===== src/hw/rtl/cnlc_pkg.sv =====
// Shared types, constants and microcode table for the card number checker.
`default_nettype none

package cnlc_pkg;

	localparam int IN_W           = 54;
	localparam int IN_BYTES_W     = 56;
	localparam int OUT_BYTES_W    = 8;
	localparam int MAX_DIGITS_DEF = 16;

	localparam int DABBLE_STEPS   = 8;
	localparam int DABBLE_PASSES  = 7;
	localparam int BIN_W          = DABBLE_STEPS * DABBLE_PASSES;
	localparam int BCD_DIGITS     = 17;
	localparam int BCD_W          = BCD_DIGITS * 4;
	localparam int PASS_W         = $clog2(DABBLE_PASSES + 1);
	localparam int PTR_W          = $clog2(BCD_DIGITS + 1);

	localparam logic [1:0] CLASS_INVALID = 2'd0;
	localparam logic [1:0] CLASS_34_37   = 2'd1;
	localparam logic [1:0] CLASS_51_55   = 2'd2;
	localparam logic [1:0] CLASS_4       = 2'd3;

	localparam int PC_W = 2;

	localparam logic [PC_W-1:0] STEP_LOAD   = 2'd0;
	localparam logic [PC_W-1:0] STEP_DABBLE = 2'd1;
	localparam logic [PC_W-1:0] STEP_LUHN   = 2'd2;
	localparam logic [PC_W-1:0] STEP_EMIT   = 2'd3;

	typedef enum logic [1:0] {
		OP_LOAD,
		OP_DABBLE,
		OP_LUHN,
		OP_EMIT
	} op_t;

	typedef enum logic [1:0] {
		COND_NO_INPUT,
		COND_PASS_LEFT,
		COND_DIGIT_LEFT,
		COND_OUT_BUSY
	} cond_t;

	typedef struct packed {
		op_t             op;
		cond_t           cond;
		logic [PC_W-1:0] jmp;
		logic [PC_W-1:0] nxt;
	} ucode_t;

	function automatic ucode_t ucode_rom(input logic [PC_W-1:0] pc);
		ucode_t w;
		unique case (pc)
			STEP_LOAD:   w = '{OP_LOAD,   COND_NO_INPUT,   STEP_LOAD,   STEP_DABBLE};
			STEP_DABBLE: w = '{OP_DABBLE, COND_PASS_LEFT,  STEP_DABBLE, STEP_LUHN};
			STEP_LUHN:   w = '{OP_LUHN,   COND_DIGIT_LEFT, STEP_LUHN,   STEP_EMIT};
			STEP_EMIT:   w = '{OP_EMIT,   COND_OUT_BUSY,   STEP_EMIT,   STEP_LOAD};
			default:     w = '{OP_LOAD,   COND_NO_INPUT,   STEP_LOAD,   STEP_DABBLE};
		endcase
		return w;
	endfunction

endpackage

`default_nettype wire


===== src/hw/rtl/card_number_luhn_classifier_unit.sv =====
// Top level: microcoded Luhn mod-10 checker and issuer classifier for card numbers.
// Each accepted word runs 7 double-dabble passes, then 17 Luhn digit steps, then an
// emit step; a new word is accepted only in the load step that follows the emit.
// A pending result waits in the output register while the next word is accepted.
// Reset: arst_n asynchronous, active low; clears the step counter and output valid.
`default_nettype none

module card_number_luhn_classifier_unit #(
	parameter int MAX_DIGITS = cnlc_pkg::MAX_DIGITS_DEF
) (
	input  wire logic                            clk,
	input  wire logic                            arst_n,
	input  wire logic                            s_tvalid,
	output logic                                 s_tready,
	input  wire logic [cnlc_pkg::IN_BYTES_W-1:0] s_tdata,  // [53:0] card_number
	output logic                                 m_tvalid,
	input  wire logic                            m_tready,
	output logic [cnlc_pkg::OUT_BYTES_W-1:0]     m_tdata   // [0] checksum_ok, [2:1] card_class
);

	logic [cnlc_pkg::PC_W-1:0]   pc_q;
	cnlc_pkg::ucode_t            uw;
	logic                        take;
	logic [cnlc_pkg::BIN_W-1:0]  bin_q;
	logic [cnlc_pkg::BCD_W-1:0]  bcd_q;
	logic [cnlc_pkg::BIN_W-1:0]  bin_c;
	logic [cnlc_pkg::BCD_W-1:0]  bcd_c;
	logic [cnlc_pkg::PASS_W-1:0] pass_q;
	logic [cnlc_pkg::PTR_W-1:0]  ptr_q;
	logic [3:0]                  sum_q;
	logic [3:0]                  sum_n;
	logic [3:0]                  dig;
	logic [4:0]                  dbl;
	logic [4:0]                  wgt;
	logic [4:0]                  acc;
	logic                        out_busy;
	logic                        too_long;
	logic [1:0]                  cls_c;
	logic                        ok_c;
	logic                        m_tvalid_q;
	logic                        ok_q;
	logic [1:0]                  class_q;

	assign uw       = cnlc_pkg::ucode_rom(pc_q);
	assign out_busy = m_tvalid_q && !m_tready;
	assign s_tready = (uw.op == cnlc_pkg::OP_LOAD);

	always_comb begin
		unique case (uw.cond)
			cnlc_pkg::COND_NO_INPUT:   take = !s_tvalid;
			cnlc_pkg::COND_PASS_LEFT:
				take = pass_q != cnlc_pkg::PASS_W'(cnlc_pkg::DABBLE_PASSES - 1);
			cnlc_pkg::COND_DIGIT_LEFT:
				take = ptr_q != cnlc_pkg::PTR_W'(cnlc_pkg::BCD_DIGITS - 1);
			cnlc_pkg::COND_OUT_BUSY:   take = out_busy;
			default:                   take = 1'b0;
		endcase
	end

	always_comb begin
		bcd_c = bcd_q;
		bin_c = bin_q;
		for (int s = 0; s < cnlc_pkg::DABBLE_STEPS; s++) begin
			for (int i = 0; i < cnlc_pkg::BCD_DIGITS; i++) begin
				if (bcd_c[i*4 +: 4] >= 4'd5) begin
					bcd_c[i*4 +: 4] = bcd_c[i*4 +: 4] + 4'd3;
				end
			end
			bcd_c = {bcd_c[cnlc_pkg::BCD_W-2:0], bin_c[cnlc_pkg::BIN_W-1]};
			bin_c = {bin_c[cnlc_pkg::BIN_W-2:0], 1'b0};
		end
	end

	always_comb begin
		dig = bcd_q[ptr_q*4 +: 4];
		dbl = {dig, 1'b0};
		if (ptr_q[0]) begin
			wgt = (dbl > 5'd9) ? dbl - 5'd9 : dbl;
		end else begin
			wgt = {1'b0, dig};
		end
		acc   = {1'b0, sum_q} + wgt;
		sum_n = (acc >= 5'd10) ? 4'(acc - 5'd10) : acc[3:0];
	end

	always_comb begin
		logic [3:0] d16, d15, d14, d13, d12;
		d16      = bcd_q[16*4 +: 4];
		d15      = bcd_q[15*4 +: 4];
		d14      = bcd_q[14*4 +: 4];
		d13      = bcd_q[13*4 +: 4];
		d12      = bcd_q[12*4 +: 4];
		too_long = 1'b0;
		for (int i = 0; i < cnlc_pkg::BCD_DIGITS; i++) begin
			if (i >= MAX_DIGITS && bcd_q[i*4 +: 4] != 4'd0) begin
				too_long = 1'b1;
			end
		end
		if (d16 == 4'd0 && d15 == 4'd0 && d14 == 4'd3 && (d13 == 4'd4 || d13 == 4'd7)) begin
			cls_c = cnlc_pkg::CLASS_34_37;
		end else if (d16 == 4'd0 && d15 == 4'd5 && d14 >= 4'd1 && d14 <= 4'd5) begin
			cls_c = cnlc_pkg::CLASS_51_55;
		end else if ((d16 == 4'd0 && d15 == 4'd4) ||
			(d16 == 4'd0 && d15 == 4'd0 && d14 == 4'd0 && d13 == 4'd0 && d12 == 4'd4)) begin
			cls_c = cnlc_pkg::CLASS_4;
		end else begin
			cls_c = cnlc_pkg::CLASS_INVALID;
		end
		ok_c = !too_long && (sum_q == 4'd0);
	end

	always_ff @(posedge clk or negedge arst_n) begin
		if (!arst_n) begin
			pc_q       <= cnlc_pkg::STEP_LOAD;
			m_tvalid_q <= 1'b0;
			pass_q     <= '0;
			ptr_q      <= '0;
		end else begin
			pc_q <= take ? uw.jmp : uw.nxt;
			if (uw.op == cnlc_pkg::OP_EMIT && !out_busy) begin
				m_tvalid_q <= 1'b1;
			end else if (m_tready) begin
				m_tvalid_q <= 1'b0;
			end
			case (uw.op)
				cnlc_pkg::OP_LOAD: begin
					pass_q <= '0;
					ptr_q  <= '0;
				end
				cnlc_pkg::OP_DABBLE: pass_q <= pass_q + cnlc_pkg::PASS_W'(1);
				cnlc_pkg::OP_LUHN:   ptr_q  <= ptr_q + cnlc_pkg::PTR_W'(1);
				default: begin
				end
			endcase
		end
	end

	always_ff @(posedge clk) begin
		case (uw.op)
			cnlc_pkg::OP_LOAD: begin
				bin_q <= cnlc_pkg::BIN_W'(s_tdata[cnlc_pkg::IN_W-1:0]);
				bcd_q <= '0;
				sum_q <= 4'd0;
			end
			cnlc_pkg::OP_DABBLE: begin
				bin_q <= bin_c;
				bcd_q <= bcd_c;
			end
			cnlc_pkg::OP_LUHN: sum_q <= sum_n;
			cnlc_pkg::OP_EMIT: begin
				if (!out_busy) begin
					ok_q    <= ok_c;
					class_q <= ok_c ? cls_c : cnlc_pkg::CLASS_INVALID;
				end
			end
			default: begin
			end
		endcase
	end

	assign m_tvalid = m_tvalid_q;
	assign m_tdata  = {5'd0, class_q, ok_q};

endmodule

`default_nettype wire


===== config.mk =====
export PLATFORM = sky130hd
export DESIGN_NAME = card_number_luhn_classifier_unit
export DESIGN_NICKNAME = d
export VERILOG_FILES = /design/src/hw/rtl/cnlc_pkg.sv /design/src/hw/rtl/card_number_luhn_classifier_unit.sv
export SDC_FILE = /design/constraint.sdc
export NUM_CORES = 1
export LEC_CHECK = 0
export BUFFER_PORTS_ARGS = -buffer_cell sky130_fd_sc_hd__clkbuf_2
export CELL_PAD_IN_SITES_DETAIL_PLACEMENT = 1
export CELL_PAD_IN_SITES_GLOBAL_PLACEMENT = 1
export CORE_ASPECT_RATIO = 1.4
export CORE_MARGIN = 2
export CORE_UTILIZATION = 35
export DETAILED_ROUTE_END_ITERATION = 7
export PLACE_DENSITY = 0.68
export SLEW_MARGIN = 5
export SYNTH_ARGS = -nofsm -noshare
export SYNTH_HDL_FRONTEND = slang
export SYNTH_SLANG_ARGS = --single-unit

===== constraint.sdc =====
create_clock -name clk -period 8.05 [get_ports clk]
set_input_delay 1.2075 -clock clk [delete_from_list [all_inputs] [get_ports clk]]
set_output_delay 1.2075 -clock clk [all_outputs]
set_load 0.02 [all_outputs]

# --- Yosys cells after proc, flatten, opt, wreduce, memory -nomap -nowiden ---
# Cells that the tools add are included.
word_totals:
  ff_bits: 142
  wordCells: 497
  inputBits: 60
  out_inout_bits: 10
op_classes:
  magnitude_cmp: 140
  bitwise_logic: 2
  eq_ne: 17
  shift: 1
  add_sub_neg: 141
  mux: 153
  n_reduce_logical: 33
ops:
  columns: ["op", "count"]
  rows:
  - ["4-bit by 3-bit >= comparator with 1-bit output, second input constant", 136]
  - ["4-bit two-way mux", 129]
  - ["4-bit by 2-bit adder with 4-bit output, second input constant", 128]
  - ["68-bit one-hot mux with 2 select lines", 1]
  - ["56-bit one-hot mux with 2 select lines", 1]
  - ["68-bit by 8-bit indexed part select with 4-bit output", 1]
  - ["8-bit one-hot mux with 4 select lines", 1]
  - ["3-bit by 2-bit adder with 3-bit output, second input constant", 8]
  - ["3-bit two-way mux", 8]
  - ["4-bit by 3-bit equality test with 1-bit output, second input constant", 5]
  - ["4-bit logical NOT", 5]
  - ["1-bit logical AND", 13]
  - ["2-bit equality test, second input constant", 6]
  - ["5-bit two-way mux", 2]
  - ["5-bit one-hot mux with 2 select lines", 1]
  - ["4-bit one-hot mux with 2 select lines", 1]
  - ["2-bit by 1-bit equality test with 1-bit output, second input constant", 3]
  - ["2-bit logical NOT", 3]
  - ["2-bit two-way mux", 3]
  - ["3-bit one-hot mux with 2 select lines", 1]
  - ["2-bit nonzero test", 3]
  - ["4-bit by 5-bit adder with 5-bit output", 1]
  - ["5-bit by 1-bit adder with 5-bit output, second input constant", 1]
  - ["5-bit by 4-bit >= comparator with 1-bit output, second input constant", 1]
  - ["other kinds (17)", 25]

# --- Logic depth before layout (Yosys ltp) ---
# Gate-level depths: netlist of run 1.
logic_depth:
  depth_word: 17
  depth_mapped: 36
  depth_no_buf: 35

# --- Worst setup path after synthesis of run 1 ---
# No wires, ideal clock.
synth_path:
  kind: "register to register"
  from: "register bcd_q[20] (netlist bit)"
  to: "register bcd_q[32] (netlist bit), data pin"
  n_path_buf: 0
  setup_slack_ns: 1.335
  required_ns: 7.784
  synth_period_minus_slack_ns: 6.715
  arrival_ns: 6.449
  path_stages_with_launch: 34
  setup_time_ns: 0.266
  path_cell_list: "edfxtp_1 > inv_1 > ha_1 > and2b_1 > o22ai_1 > or2_2 > ha_1 > inv_1 > o21ai_0 > a311o_1 > a32oi_2 > o21ai_2 > nand2_4 > inv_2 > ha_1 > maj3_1 > a221oi_1 > mux2i_1 > inv_1 > ha_1 > a21oi_1 > o221ai_1 > o311a_1 > o211a_1 > a221o_1 > o21ai_2 > xnor2_4 > ha_1 > maj3_1 > a2bb2oi_1 > mux2i_1 > o21ai_0 > xor2_1 > nor2_1"
synth_between:
  elab_chain_cells: 17
  word_cells_on_any_way: 55
  cone_classes: "18 x add/sub; 18 x order compare; 19 x mux"
synth_lines:
  columns: ["item", "line", "text"]
  rows:
  - ["start, declared", "card_number_luhn_classifier_unit.sv:25", "logic [cnlc_pkg::BCD_W-1:0] bcd_q;"]
  - ["start signal, assigned", "card_number_luhn_classifier_unit.sv:142", "bcd_q <= '0;"]
  - ["start signal, assigned", "card_number_luhn_classifier_unit.sv:147", "bcd_q <= bcd_c;"]
  - ["4-bit by 2-bit adder with 4-bit output or 4-bit by 3-bit >= comparator with 1-bit output (tied branches)", "card_number_luhn_classifier_unit.sv:66, card_number_luhn_classifier_unit.sv:65", null]
  - ["4-bit two-way mux *", "card_number_luhn_classifier_unit.sv:65", "if (bcd_c[i*4 +: 4] >= 4'd5) begin"]
  - ["4-bit by 2-bit adder with 4-bit output or 4-bit by 3-bit >= comparator with 1-bit output (tied branches)", "card_number_luhn_classifier_unit.sv:66, card_number_luhn_classifier_unit.sv:65", null]
  - ["4-bit two-way mux", "card_number_luhn_classifier_unit.sv:65", null]
  - ["4-bit by 2-bit adder with 4-bit output or 4-bit by 3-bit >= comparator with 1-bit output (tied branches)", "card_number_luhn_classifier_unit.sv:66, card_number_luhn_classifier_unit.sv:65", null]
  - ["4-bit two-way mux", "card_number_luhn_classifier_unit.sv:65", null]
  - ["4-bit by 2-bit adder with 4-bit output or 4-bit by 3-bit >= comparator with 1-bit output (tied branches)", "card_number_luhn_classifier_unit.sv:66, card_number_luhn_classifier_unit.sv:65", null]
  - ["4-bit two-way mux", "card_number_luhn_classifier_unit.sv:65", null]
  - ["4-bit by 2-bit adder with 4-bit output or 4-bit by 3-bit >= comparator with 1-bit output (tied branches)", "card_number_luhn_classifier_unit.sv:66, card_number_luhn_classifier_unit.sv:65", null]
  - ["4-bit two-way mux", "card_number_luhn_classifier_unit.sv:65", null]
  - ["4-bit by 2-bit adder with 4-bit output or 4-bit by 3-bit >= comparator with 1-bit output (tied branches)", "card_number_luhn_classifier_unit.sv:66, card_number_luhn_classifier_unit.sv:65", null]
  - ["4-bit two-way mux", "card_number_luhn_classifier_unit.sv:65", null]
  - ["4-bit by 2-bit adder with 4-bit output or 4-bit by 3-bit >= comparator with 1-bit output (tied branches)", "card_number_luhn_classifier_unit.sv:66, card_number_luhn_classifier_unit.sv:65", null]
  - ["4-bit two-way mux", "card_number_luhn_classifier_unit.sv:65", null]
  - ["4-bit by 2-bit adder with 4-bit output or 4-bit by 3-bit >= comparator with 1-bit output (tied branches)", "card_number_luhn_classifier_unit.sv:66, card_number_luhn_classifier_unit.sv:65", null]
  - ["4-bit two-way mux *", "card_number_luhn_classifier_unit.sv:65", null]
  - ["68-bit one-hot mux with 2 select lines *", "card_number_luhn_classifier_unit.sv:139", "case (uw.op)"]
# Every way passes the cells marked *; elsewhere a longest branch is shown, timed or not.
# A chain may end at the register's enable or synchronous reset.

# --- Final worst setup path of run 1 ---
layout_path:
  from: "register bcd_q[44] (netlist bit)"
  to: "register bcd_q[56] (netlist bit), data pin"
# The elaborated chain is that of the path after synthesis.

==> results of run 1 <==
-- how the worst min path moves through the flow --
| stage | slack, ps | endpoint |
|---|---|---|
| 2_1_floorplan | 480 | pass_q[1] |
| 3_3_place_gp | 510 | pass_q[1] |
| 3_5_place_dp | 520 | pass_q[1] |
| 4_1_cts | 540 | pass_q[0] |
| 5_1_grt | 550 | bin_q[55] |
| 6_report | 530 | pass_q[1] |
-- state kept, by name, summed over array words and instances, names as in the netlist --
| signal | flops |
|---|---|
| ptr_q | 5 |
| m_tvalid | 1 |
| ok_q | 1 |
| class_q | 2 |
| bin_q | 56 |
| pass_q | 3 |
| pc_q | 2 |
| bcd_q | 68 |
| sum_q | 4 |
-- cells by family after synthesis --
group	share of synthesized area, %
AOI/OAI and AO/OA	34.1
muxes	9.94
other	0.0149
adders and majority gates	7.02
and+or+nand+nor	23.2
DFF	16.7
xor gates and xnor gates	4.40
buffers and inverters	4.62
-- what timing repair did --
action,CTS,global route
setup endpoints to repair,0,13
gates resized for setup,0,10
hold endpoints to repair,0,0
-- synthesized netlist by cell type (all sizes together), types with 24 or more instances --
cell,n
o31ai,25
a221oi,26
or3,35
inv,157
nor2b,36
o22ai,29
a21oi,275
a211o,31
ha,122
nor2,262
edfxtp,131
o21a,30
or2,53
a211oi,58
o21ai,212
nand3,101
nand2b,64
a21o,39
a2bb2oi,24
nor4,24
o211ai,63
mux2,101
nor3,112
xnor2,62
and2,60
buf,59
xor2,30
nand2,266
a31oi,49
and3,34
mux2i,85
clkbuf,60
-- metrics by stage --
stage | instance area (um^2) | setup WS (ps) | instances | hold WS (ps)
finish | 27200 | 528 | 4127 | 533
global route | 27200 | 11.2 | 4127 | 555
CTS | 27200 | 463 | 4127 | 535
detailed placement | 26600 | 504 | 4095 | 524
global placement | 26600 | 606 | 4095 | 509
floorplan | 25200 | 1330 | 3151 | 479
-- layer usage --
| layer | GRT usage [%] | vias up |
|---|---|---|
| met1 | 23.9 | 12000 |
| met5 | 0 | - |
| met4 | 4.33 | 0 |
| met2 | 38.0 | 172 |
| met3 | 1.93 | 48 |
| li1 | - | 12200 |
-- critical path: cells and delay by family, from the launching register on --
| kind | cells | cell delay, ps |
|---|---|---|
| AOI/OAI and AO/OA | 9 | 1930 |
| xor gates and xnor gates | 2 | 520 |
| adders and majority gates | 7 | 1910 |
| buffers and inverters | 4 | 550 |
| DFF | 1 | 510 |
| muxes | 1 | 230 |
| and+or+nand+nor | 8 | 1570 |
-- cell type report --
class	instances	area share [%]
Multi-Input combinational cell	2731	73.1
Sequential cell	142	15.5
Tap cell	944	4.34
Timing Repair Buffer	119	2.71
Inverter	159	2.23
Clock buffer	19	1.59
Clock inverter	13	0.543
==> impl_summary.log, run 1 <==
[metrics] run status: completed
[metrics] synthesis warning total: 0
[metrics] post-route setup TNS: 0 ps
[metrics] max-cap violations: 0
[metrics] post-layout minimum cycle time: ~7500 ps
[metrics] number of core rows: 116
[metrics] crit-path max cell delay: 510 ps
[metrics] number of port buffers: 62
[metrics] hold depth: 2
[metrics] boundary pin count: 70
[metrics] GRT Util Overall: 19.9%
[metrics] maximum root-to-sink buffer count: 2
[metrics] cell occurring most often along the worst timing path: sky130_fd_sc_hd__ha_1
[metrics] final-stage net count: around 3.4k
[metrics] chip width: 231 um
[metrics] Mapped Cells: 3147
[metrics] most used flip-flop cell after synthesis: sky130_fd_sc_hd__edfxtp_1
[metrics] number of buffers inserted to repair setup after CTS: 0
[metrics] start point of the critical path: bcd_q[44]
[metrics] # fillers: slightly below 9k
[metrics] # setup viols final: 0
[metrics] Die Outline Area: between 0.07 and 0.08 mm^2
[metrics] sequential standard cell area: 0.00421 mm^2
[metrics] ratio of cells with drive above 1 in the final layout: around 18%
[metrics] RR Endpoint: bcd_q[56]
[metrics] post-synth design cell area: between 0.02 and 0.03 mm^2
[metrics] die boundary height: between 300 and 400 um
[metrics] Wirelength per Cell: around 18 um
[metrics] total wirelength of the detailed-routed design: about 74 mm
[metrics] Critical Path Sink Type: flip-flop
[metrics] placer's final routability congestion estimate: 0.838
[metrics] standard cell core area: 0.0714 mm^2
[metrics] worst rel slew slack: 33.6%
[metrics] Multi-input gate area: 0.0199 mm^2
[metrics] post-synthesis sequential area ratio: 16.7%
[metrics] root buffer selected by CTS: sky130_fd_sc_hd__clkbuf_16
[metrics] utilization of the core after routing: 38.1%
[metrics] initial standard-cell utilization of the core: a little over a third
[metrics] worst hold-check path type: reg2reg
[metrics] Async SR Flop Fraction: 7.75%
[metrics] EDFF count, synth: 131
[metrics] number of clock sinks seen by CTS: 142
[metrics] Synth-to-Final Area Change: 7.98%
[metrics] largest net degree at the start of global routing: 70
[metrics] number of slew-limit violations in the final report: 0
[metrics] highest-delay cell along the critical path: sky130_fd_sc_hd__edfxtp_1
[metrics] number of buffers created by CTS: 17
[metrics] TritonRoute pass-1 iters: 5
[metrics] number of antenna violations at the first check in global routing: 1
[metrics] Worst-path clk slew: 60 ps
[metrics] final hold violations: 0
[metrics] Cell variety after synth: 151
[metrics] last element of the critical path: bcd_q[56]
[metrics] unrepaired setup endpoints after global routing: false
[metrics] required time reported for the critical path endpoint: between 8000 and 9000 ps
[metrics] startpoint of the worst register-to-register path: bcd_q[44]
[metrics] #FFs+latches synth: 142
[metrics] via count of the first global-routing pass: 24.6k
[metrics] drt via density: 5.91
[metrics] cells taking the most area after synthesis: sky130_fd_sc_hd__edfxtp_1 16%, sky130_fd_sc_hd__ha_1 6.1%, sky130_fd_sc_hd__a21oi_1 5.0%, sky130_fd_sc_hd__mux2_2 4.2%, sky130_fd_sc_hd__nand2_1 3.9%
[metrics] most used cells in the layout excluding fill and tap cells: 264 x sky130_fd_sc_hd__nand2_1, 252 x sky130_fd_sc_hd__nor2_1, 249 x sky130_fd_sc_hd__a21oi_1
[metrics] part of the cycle the worst path needs: roughly 93%
[metrics] Worst-Skew Late Latency: 490 ps
[metrics] leading cell type in the layout, fill and taps excluded: sky130_fd_sc_hd__nand2_1
[metrics] critical path peak fanout: 10
[metrics] Max H-tree Level: 4
[metrics] area share of the largest cell type after synthesis: 15.6%
[metrics] mean cell area of the mapped netlist: 8.01 um^2
[metrics] worst reg-to-reg path cell count: 31
[metrics] hold_buf cts: 0
[metrics] top metal layer carrying routed signals: met4
[metrics] flop-to-flop setup slack: 530 ps
[metrics] routed wl met2: 38.9 mm
[metrics] kind of start point of the critical path: flip-flop
[metrics] number of routed nets with antenna violations: 0
[metrics] Iter 0 DRT Violations: 1149
[metrics] first-pass GRT wire length: 124 mm
[metrics] Setup Skew: 17.8 ps
[metrics] DP Wirelength: 57.9 mm
[metrics] critical path data arrival time: ~7700 ps
[metrics] cell type contributing the most total cell area after synthesis: sky130_fd_sc_hd__edfxtp_1
[metrics] antenna cells: 0
[metrics] total routed wire length on the met1 layer: 33.2 mm
[metrics] count of vias placed by the detailed router: 24.4k
[metrics] TritonCTS clock tree: yes
[metrics] Max Fclk: 133 MHz
[metrics] Crit Path Class: reg2reg
[metrics] detailed-routed wire length on met3: 1.03 mm
[metrics] global route overflow: 0
[metrics] worst min-delay path startpoint: pass_q[1]
[metrics] worst-margin pin slew: 996 ps
[metrics] remaining design rule violation count: 0
Power of run 1 is left out: the tool's default activity adds up to more than one toggle a clock period on the data nets, which glitch-free logic cannot reach.
==> inputs of run 2 (changes only) <==
--- a/config.mk
+++ b/config.mk
@@ -9,10 +9,10 @@
 export CELL_PAD_IN_SITES_DETAIL_PLACEMENT = 1
 export CELL_PAD_IN_SITES_GLOBAL_PLACEMENT = 1
 export CORE_ASPECT_RATIO = 1.4
-export CORE_MARGIN = 2
-export CORE_UTILIZATION = 35
+export CORE_MARGIN = 3
+export CORE_UTILIZATION = 50
 export DETAILED_ROUTE_END_ITERATION = 7
-export PLACE_DENSITY = 0.68
+export PLACE_DENSITY = 0.9
 export SLEW_MARGIN = 5
 export SYNTH_ARGS = -nofsm -noshare
 export SYNTH_HDL_FRONTEND = slang
==> impl_summary.log, run 2 (same netlist as run 1, synthesis figures left out) <==
[metrics] drt via density: 6.81 (was 5.91)
[metrics] count of vias placed by the detailed router: 25.9k (was 24.4k)
[metrics] via count of the first global-routing pass: 27.1k (was 24.6k)
[metrics] total placed instance area: 0.0260 mm^2 (was 0.0266 mm^2)
[metrics] Setup Skew: 12.9 ps (was 17.8 ps)
[metrics] # fillers: 6042 (was 8786)
[metrics] run status: completed (unchanged)
[metrics] cell occurring most often along the worst timing path: sky130_fd_sc_hd__ha_1 (unchanged)
[metrics] number of non-filler instances in the completed layout: 3794 (was 4127)
[metrics] highest-delay cell along the critical path: sky130_fd_sc_hd__edfxtp_1 (unchanged)
[metrics] placer's final routability congestion estimate: 0.904 (was 0.838)
[metrics] number of antenna violations at the first check in global routing: 2 (was 1)
[metrics] number of slew-limit violations in the final report: 0 (unchanged)
[metrics] die boundary height: 272 um (was 321 um)
[metrics] part of the cycle the worst path needs: 96.3% (was 93.4%)
[metrics] worst-margin pin slew: 1090 ps (was 996 ps)
[metrics] GRT Util Overall: 29.1% (was 19.9%)
[metrics] Worst-Skew Late Latency: 470 ps (was 490 ps)
[metrics] first-pass GRT wire length: 133 mm (was 124 mm)
[metrics] worst slack at placement: 308 ps (was 504 ps)
[metrics] registers with the highest flip-flop counts: bcd_q (68), bin_q (56), ptr_q (5) (unchanged)
[metrics] antenna cells: 0 (unchanged)
[metrics] number of routed nets with antenna violations: 0 (unchanged)
[metrics] Wirelength per Cell: 21.5 um (was 18.0 um)
[metrics] TritonCTS clock tree: yes (unchanged)
[metrics] number of clock sinks seen by CTS: 142 (unchanged)
[metrics] worst hold-check path type: reg2reg (unchanged)
[metrics] kind of start point of the critical path: flip-flop (unchanged)
[metrics] required time reported for the critical path endpoint: 8290 ps (was 8260 ps)
[metrics] standard cell core area: 0.0494 mm^2 (was 0.0714 mm^2)
[metrics] total wirelength of the detailed-routed design: 81.6 mm (was 74.2 mm)
[metrics] ratio of cells with drive above 1 in the final layout: 18.0% (was 17.8%)
[metrics] worst rel slew slack: 27.6% (was 33.6%)
[metrics] Max Fclk: 129 MHz (was 133 MHz)
[metrics] max-cap violations: 0 (unchanged)
[metrics] Worst-path clk slew: 70 ps (was 60 ps)
[metrics] root buffer selected by CTS: sky130_fd_sc_hd__clkbuf_16 (unchanged)
[metrics] critical path peak fanout: 10 (unchanged)
[metrics] # setup viols final: 0 (unchanged)
[metrics] Iter 0 DRT Violations: 1641 (was 1149)
[metrics] chip width: 196 um (was 231 um)
[metrics] Critical Path Sink Type: flip-flop (unchanged)
[metrics] final-stage net count: 3327 (was 3353)
[metrics] leading cell type in the layout, fill and taps excluded: sky130_fd_sc_hd__nand2_1 (unchanged)
[metrics] dpl cells: 3755 (was 4095)
[metrics] number of port buffers: 62 (unchanged)
[metrics] global route overflow: 0 (unchanged)
[metrics] Worst Setup Slack, final: 294 ps (was 528 ps)
[metrics] Final Cell Area: 0.0268 mm^2 (was 0.0272 mm^2)
[metrics] critical path data arrival time: 8000 ps (was 7730 ps)
[metrics] TritonRoute pass-1 iters: 5 (unchanged)
[metrics] number of buffers created by CTS: 17 (unchanged)
[metrics] DP Wirelength: 60.8 mm (was 57.9 mm)
[metrics] Max H-tree Level: 4 (unchanged)
[metrics] max FFs per register: 68 (unchanged)
[metrics] hold_buf cts: 0 (unchanged)
[metrics] final hold violations: 0 (unchanged)
[metrics] largest net degree at the start of global routing: 77 (was 70)
[metrics] Synth-to-Final Area Change: 6.25% (was 7.98%)
[metrics] maximum root-to-sink buffer count: 2 (unchanged)
[metrics] Crit Path Class: reg2reg (unchanged)
[metrics] sequential standard cell area: 0.00421 mm^2 (unchanged)
[metrics] register with the most flip-flops: bcd_q (unchanged)
[metrics] post-route setup TNS: 0 ps (unchanged)
[metrics] number of core rows: 96 (was 116)
[metrics] crit-path max cell delay: 530 ps (was 510 ps)
[metrics] boundary pin count: 70 (unchanged)
[metrics] Multi-input gate area: 0.0200 mm^2 (was 0.0199 mm^2)
[metrics] remaining design rule violation count: 0 (unchanged)
[metrics] initial standard-cell utilization of the core: 51.0% (was 35.3%)
[metrics] most used cells in the layout excluding fill and tap cells: 264 x sky130_fd_sc_hd__nand2_1, 247 x sky130_fd_sc_hd__nor2_1, 246 x sky130_fd_sc_hd__a21oi_1 (was 264 x sky130_fd_sc_hd__nand2_1, 252 x sky130_fd_sc_hd__nor2_1, 249 x sky130_fd_sc_hd__a21oi_1)
[metrics] Die Outline Area: 0.0532 mm^2 (was 0.0742 mm^2)
[metrics] post-layout minimum cycle time: 7760 ps (was 7520 ps)
==> run 2: cell count changes in the layout (fill, tap and decap cells not counted), moves of 3 or more <==
cell                        before  now
sky130_fd_sc_hd__nor2_2         10   15
sky130_fd_sc_hd__nor2_1        252  247
sky130_fd_sc_hd__bufinv_16       3    0
sky130_fd_sc_hd__a21oi_1       249  246
sky130_fd_sc_hd__mux2i_1        77   74
sky130_fd_sc_hd__inv_4           0    4
sky130_fd_sc_hd__buf_4          57   31
sky130_fd_sc_hd__clkinv_1        4    0
sky130_fd_sc_hd__clkbuf_8        0    3
==> run 2: critical path: cells and delay by family (launching register included) <==
| kind | cells | cell delay, ps |
|---|---|---|
| adders and majority gates | 7 | 1820 |
| and+or+nand+nor | 7 | 1520 |
| DFF | 1 | 530 |
| buffers and inverters | 5 | 560 |
| muxes | 2 | 430 |
| AOI/OAI and AO/OA | 11 | 2690 |
==> run 2: cell type report <==
cell class / instances / area share, %
well taps: 637 / 2.98
multi-input cells: 2731 / 74.9
repair buffers: 93 / 2.03
clock buffers: 22 / 1.85
flip-flops and latches: 142 / 15.7
clock inverters: 10 / 0.276
inverters: 159 / 2.27
==> run 2: repair_timing <==
item	CTS	global route
setup buffers	0	7
gates resized for setup	0	41
endpoints found under the setup margin	0	39
endpoints found under the hold margin	0	0
==> run 2: per-stage QoR <==
step / hold WS [ps] / util (%)
4_1_cts: 534 / 53.7
3_3_place_gp: 495 / 52.6
3_5_place_dp: 518 / 52.6
5_1_grt: 571 / 54.2
6_report: 537 / 54.2
2_1_floorplan: 479 / -
==> run 2: worst paths after layout <==
path | cells after the start | start | to | slack [ps]
worst min-delay path | 2 | pass_q[1] | pass_q[1] | 540
worst min register to register | 2 | pass_q[1] | pass_q[1] | 540
worst max-delay path | 32 | bcd_q[8] | bcd_q[20] | 290
worst max register to register | 32 | bcd_q[8] | bcd_q[20] | 290
min in group asynchronous | 1 | arst_n | pass_q[0] | 620
max in group asynchronous | 1 | arst_n | ptr_q[0] | 7180
==> run 2: per-layer routing <==
metal / routed length [um] / share of wire [%] / vias up / GRT usage [%]
met5: 20 / 0.024 / - / 0
li1: - / - / 12100 / -
met1: 32200 / 39 / 12800 / 32.1
met2: 43200 / 53 / 675 / 54.9
met3: 2540 / 3.1 / 256 / 2.94
met4: 3670 / 4.5 / 2 / 14.5
Power of run 2 is left out for the same reason.
==> inputs of run 3 (changes only) <==
--- a/config.mk
+++ b/config.mk
@@ -9,7 +9,7 @@
 export CELL_PAD_IN_SITES_DETAIL_PLACEMENT = 1
 export CELL_PAD_IN_SITES_GLOBAL_PLACEMENT = 1
 export CORE_ASPECT_RATIO = 1.4
-export CORE_MARGIN = 3
+export CORE_MARGIN = 2
 export CORE_UTILIZATION = 50
 export DETAILED_ROUTE_END_ITERATION = 7
 export PLACE_DENSITY = 0.9
==> constraint.sdc (replaced) <==
create_clock -name clk -period 7.73 [get_ports clk]
set_input_delay 1.1595 -clock clk [delete_from_list [all_inputs] [get_ports clk]]
set_output_delay 1.1595 -clock clk [all_outputs]
set_load 0.02 [all_outputs]
==> impl_summary.log, run 3 (same netlist as run 1, synthesis figures left out) <==
[metrics] number of clock sinks seen by CTS: 142 (unchanged)
[metrics] chip width: 194 um (was 196 um)
[metrics] count of vias placed by the detailed router: 26.1k (was 25.9k)
[metrics] GRT Util Overall: 29.8% (was 29.1%)
[metrics] initial standard-cell utilization of the core: 50.5% (was 51.0%)
[metrics] max-cap violations: 0 (unchanged)
[metrics] root buffer selected by CTS: sky130_fd_sc_hd__clkbuf_16 (unchanged)
[metrics] worst-margin pin slew: 1160 ps (was 1090 ps)
[metrics] worst rel slew slack: 22.9% (was 27.6%)
[metrics] # fillers: 6000 (was 6042)
[metrics] Final Cell Area: 0.0273 mm^2 (was 0.0268 mm^2)
[metrics] dpl cells: 3771 (was 3755)
[metrics] ratio of cells with drive above 1 in the final layout: 19.7% (was 18.0%)
[metrics] leading cell type in the layout, fill and taps excluded: sky130_fd_sc_hd__nand2_1 (unchanged)
[metrics] run status: completed (unchanged)
[metrics] registers with the highest flip-flop counts: bcd_q (68), bin_q (56), ptr_q (5) (unchanged)
[metrics] post-layout minimum cycle time: 7500 ps (was 7760 ps)
[metrics] worst min-delay path startpoint: bin_q[2] (was pass_q[1])
[metrics] Wirelength per Cell: 21.7 um (was 21.5 um)
[metrics] boundary pin count: 70 (unchanged)
[metrics] TritonCTS clock tree: yes (unchanged)
[metrics] post-route setup TNS: 0 ps (unchanged)
[metrics] remaining design rule violation count: 0 (unchanged)
[metrics] Critical Path Sink Type: flip-flop (unchanged)
[metrics] DP Wirelength: 61.8 mm (was 60.8 mm)
[metrics] total placed instance area: 0.0260 mm^2 (about the same)
[metrics] highest-delay cell along the critical path: sky130_fd_sc_hd__edfxtp_1 (unchanged)
[metrics] sequential standard cell area: 0.00421 mm^2 (unchanged)
[metrics] critical path data arrival time: 7770 ps (was 8000 ps)
[metrics] last element of the critical path: bcd_q[66] (was bcd_q[20])
[metrics] number of antenna violations at the first check in global routing: 1 (was 2)
[metrics] largest net degree at the start of global routing: 78 (was 77)
[metrics] RR Endpoint: bcd_q[66] (was bcd_q[20])
[metrics] hold_buf cts: 0 (unchanged)
[metrics] worst reg-to-reg path cell count: 33 (was 32)
[metrics] number of port buffers: 62 (unchanged)
[metrics] flop-to-flop setup slack: 230 ps (was 290 ps)
[metrics] Iter 0 DRT Violations: 1633 (was 1641)
[metrics] part of the cycle the worst path needs: 97.1% (was 96.3%)
[metrics] drt via density: 6.80 (was 6.81)
[metrics] antenna cells: 0 (unchanged)
[metrics] startpoint of the worst register-to-register path: bcd_q[56] (was bcd_q[8])
[metrics] number of routed nets with antenna violations: 0 (unchanged)
[metrics] Multi-input gate area: 0.0203 mm^2 (was 0.0200 mm^2)
[metrics] worst hold-check path type: reg2reg (unchanged)
[metrics] standard cell core area: 0.0499 mm^2 (was 0.0494 mm^2)
[metrics] final hold violations: 0 (unchanged)
[metrics] most used cells in the layout excluding fill and tap cells: 264 x sky130_fd_sc_hd__nand2_1, 243 x sky130_fd_sc_hd__a21oi_1, 241 x sky130_fd_sc_hd__nor2_1 (was 264 x sky130_fd_sc_hd__nand2_1, 247 x sky130_fd_sc_hd__nor2_1, 246 x sky130_fd_sc_hd__a21oi_1)
[metrics] crit-path max cell delay: 480 ps (was 530 ps)
[metrics] critical path peak fanout: 8 (was 10)
[metrics] Max Fclk: 133 MHz (was 129 MHz)
[metrics] cell occurring most often along the worst timing path: sky130_fd_sc_hd__ha_1 (unchanged)
[metrics] Synth-to-Final Area Change: 8.22% (was 6.25%)
[metrics] TritonRoute pass-1 iters: 5 (unchanged)
[metrics] number of non-filler instances in the completed layout: 3832 (was 3794)
[metrics] max FFs per register: 68 (unchanged)
[metrics] first-pass GRT wire length: 132 mm (was 133 mm)
[metrics] maximum root-to-sink buffer count: 2 (unchanged)
[metrics] Worst-path clk slew: 80 ps (was 70 ps)
[metrics] Crit Path Class: reg2reg (unchanged)
[metrics] Max H-tree Level: 4 (unchanged)
[metrics] total wirelength of the detailed-routed design: 83.3 mm (was 81.6 mm)
[metrics] via count of the first global-routing pass: 27.1k (about the same)
[metrics] final-stage net count: 3359 (was 3327)
[metrics] number of slew-limit violations in the final report: 0 (unchanged)
[metrics] required time reported for the critical path endpoint: 7990 ps (was 8290 ps)
[metrics] Setup Skew: 16.3 ps (was 12.9 ps)
[metrics] Worst-Skew Late Latency: 480 ps (was 470 ps)
[metrics] worst slack at placement: 2.51 ps (was 308 ps)
[metrics] register with the most flip-flops: bcd_q (unchanged)
[metrics] number of core rows: 97 (was 96)
[metrics] number of buffers created by CTS: 17 (unchanged)
[metrics] Die Outline Area: 0.0522 mm^2 (was 0.0532 mm^2)
[metrics] kind of start point of the critical path: flip-flop (unchanged)
[metrics] global route overflow: 0 (unchanged)
[metrics] # setup viols final: 0 (unchanged)
[metrics] placer's final routability congestion estimate: 0.881 (was 0.904)
[metrics] Worst Setup Slack, final: 226 ps (was 294 ps)
[metrics] start point of the critical path: bcd_q[56] (was bcd_q[8])
[metrics] die boundary height: 270 um (was 272 um)
run 3: cell types whose count changed in the layout (fill, tap and decap cells not counted), moves of 4 or more:
cell / change
sky130_fd_sc_hd__buf_4: +32
sky130_fd_sc_hd__nor2_1: -6
sky130_fd_sc_hd__nor2_2: +6
sky130_fd_sc_hd__clkinv_1: +5
sky130_fd_sc_hd__a211oi_1: -4
sky130_fd_sc_hd__inv_4: -4
run 3: worst max-delay path, delay by kind of cell, from the launching register on:
family	cells	cell delay, ps
compound gates	15	3410
simple gates	4	530
xor+xnor	3	550
buf+inv	4	500
flops	1	480
fa+ha+maj	6	1520
mux	1	310
run 3: metal layers:
| layer | global-route usage, % | wire length, um | vias up |
|---|---|---|---|
| met3 | 3.66 | 2620 | 251 |
| met2 | 56.9 | 44400 | 673 |
| met5 | 0 | 13 | - |
| met1 | 31.9 | 32500 | 13000 |
| met4 | 14.8 | 3810 | 2 |
| li1 | - | - | 12200 |
run 3: through the flow:
step	utilization (%)	hold slack, ps
after detailed placement	52.2	522
final	54.7	540
after global routing	54.7	557
after floorplan	-	479
after global placement	52.2	496
after CTS	53.4	537
run 3: timing repair:
action,in CTS,in global routing
resized for setup,2,84
buffers inserted,0,29
endpoints found under the setup margin,2,59
pin swaps,0,11
run 3: worst min-delay path by stage:
stage                     end  slack [ps]  cells after the start
finish              bin_q[10]         540                      1
global route        bin_q[10]         560                      1
CTS                 bin_q[54]         540                      1
detailed placement   bcd_q[0]         520                      1
global placement    pass_q[1]         500                      2
floorplan           pass_q[1]         480                      2
run 3: layout make-up:
type                    count  area share (%)
well taps                 643            2.95
inverters                 159            2.23
flip-flops and latches    142            15.4
repair buffers            125            2.87
clock inverters            14           0.551
clock buffers              18            1.57
multi-input cells        2731            74.4
Power of run 3 is left out for the same reason.
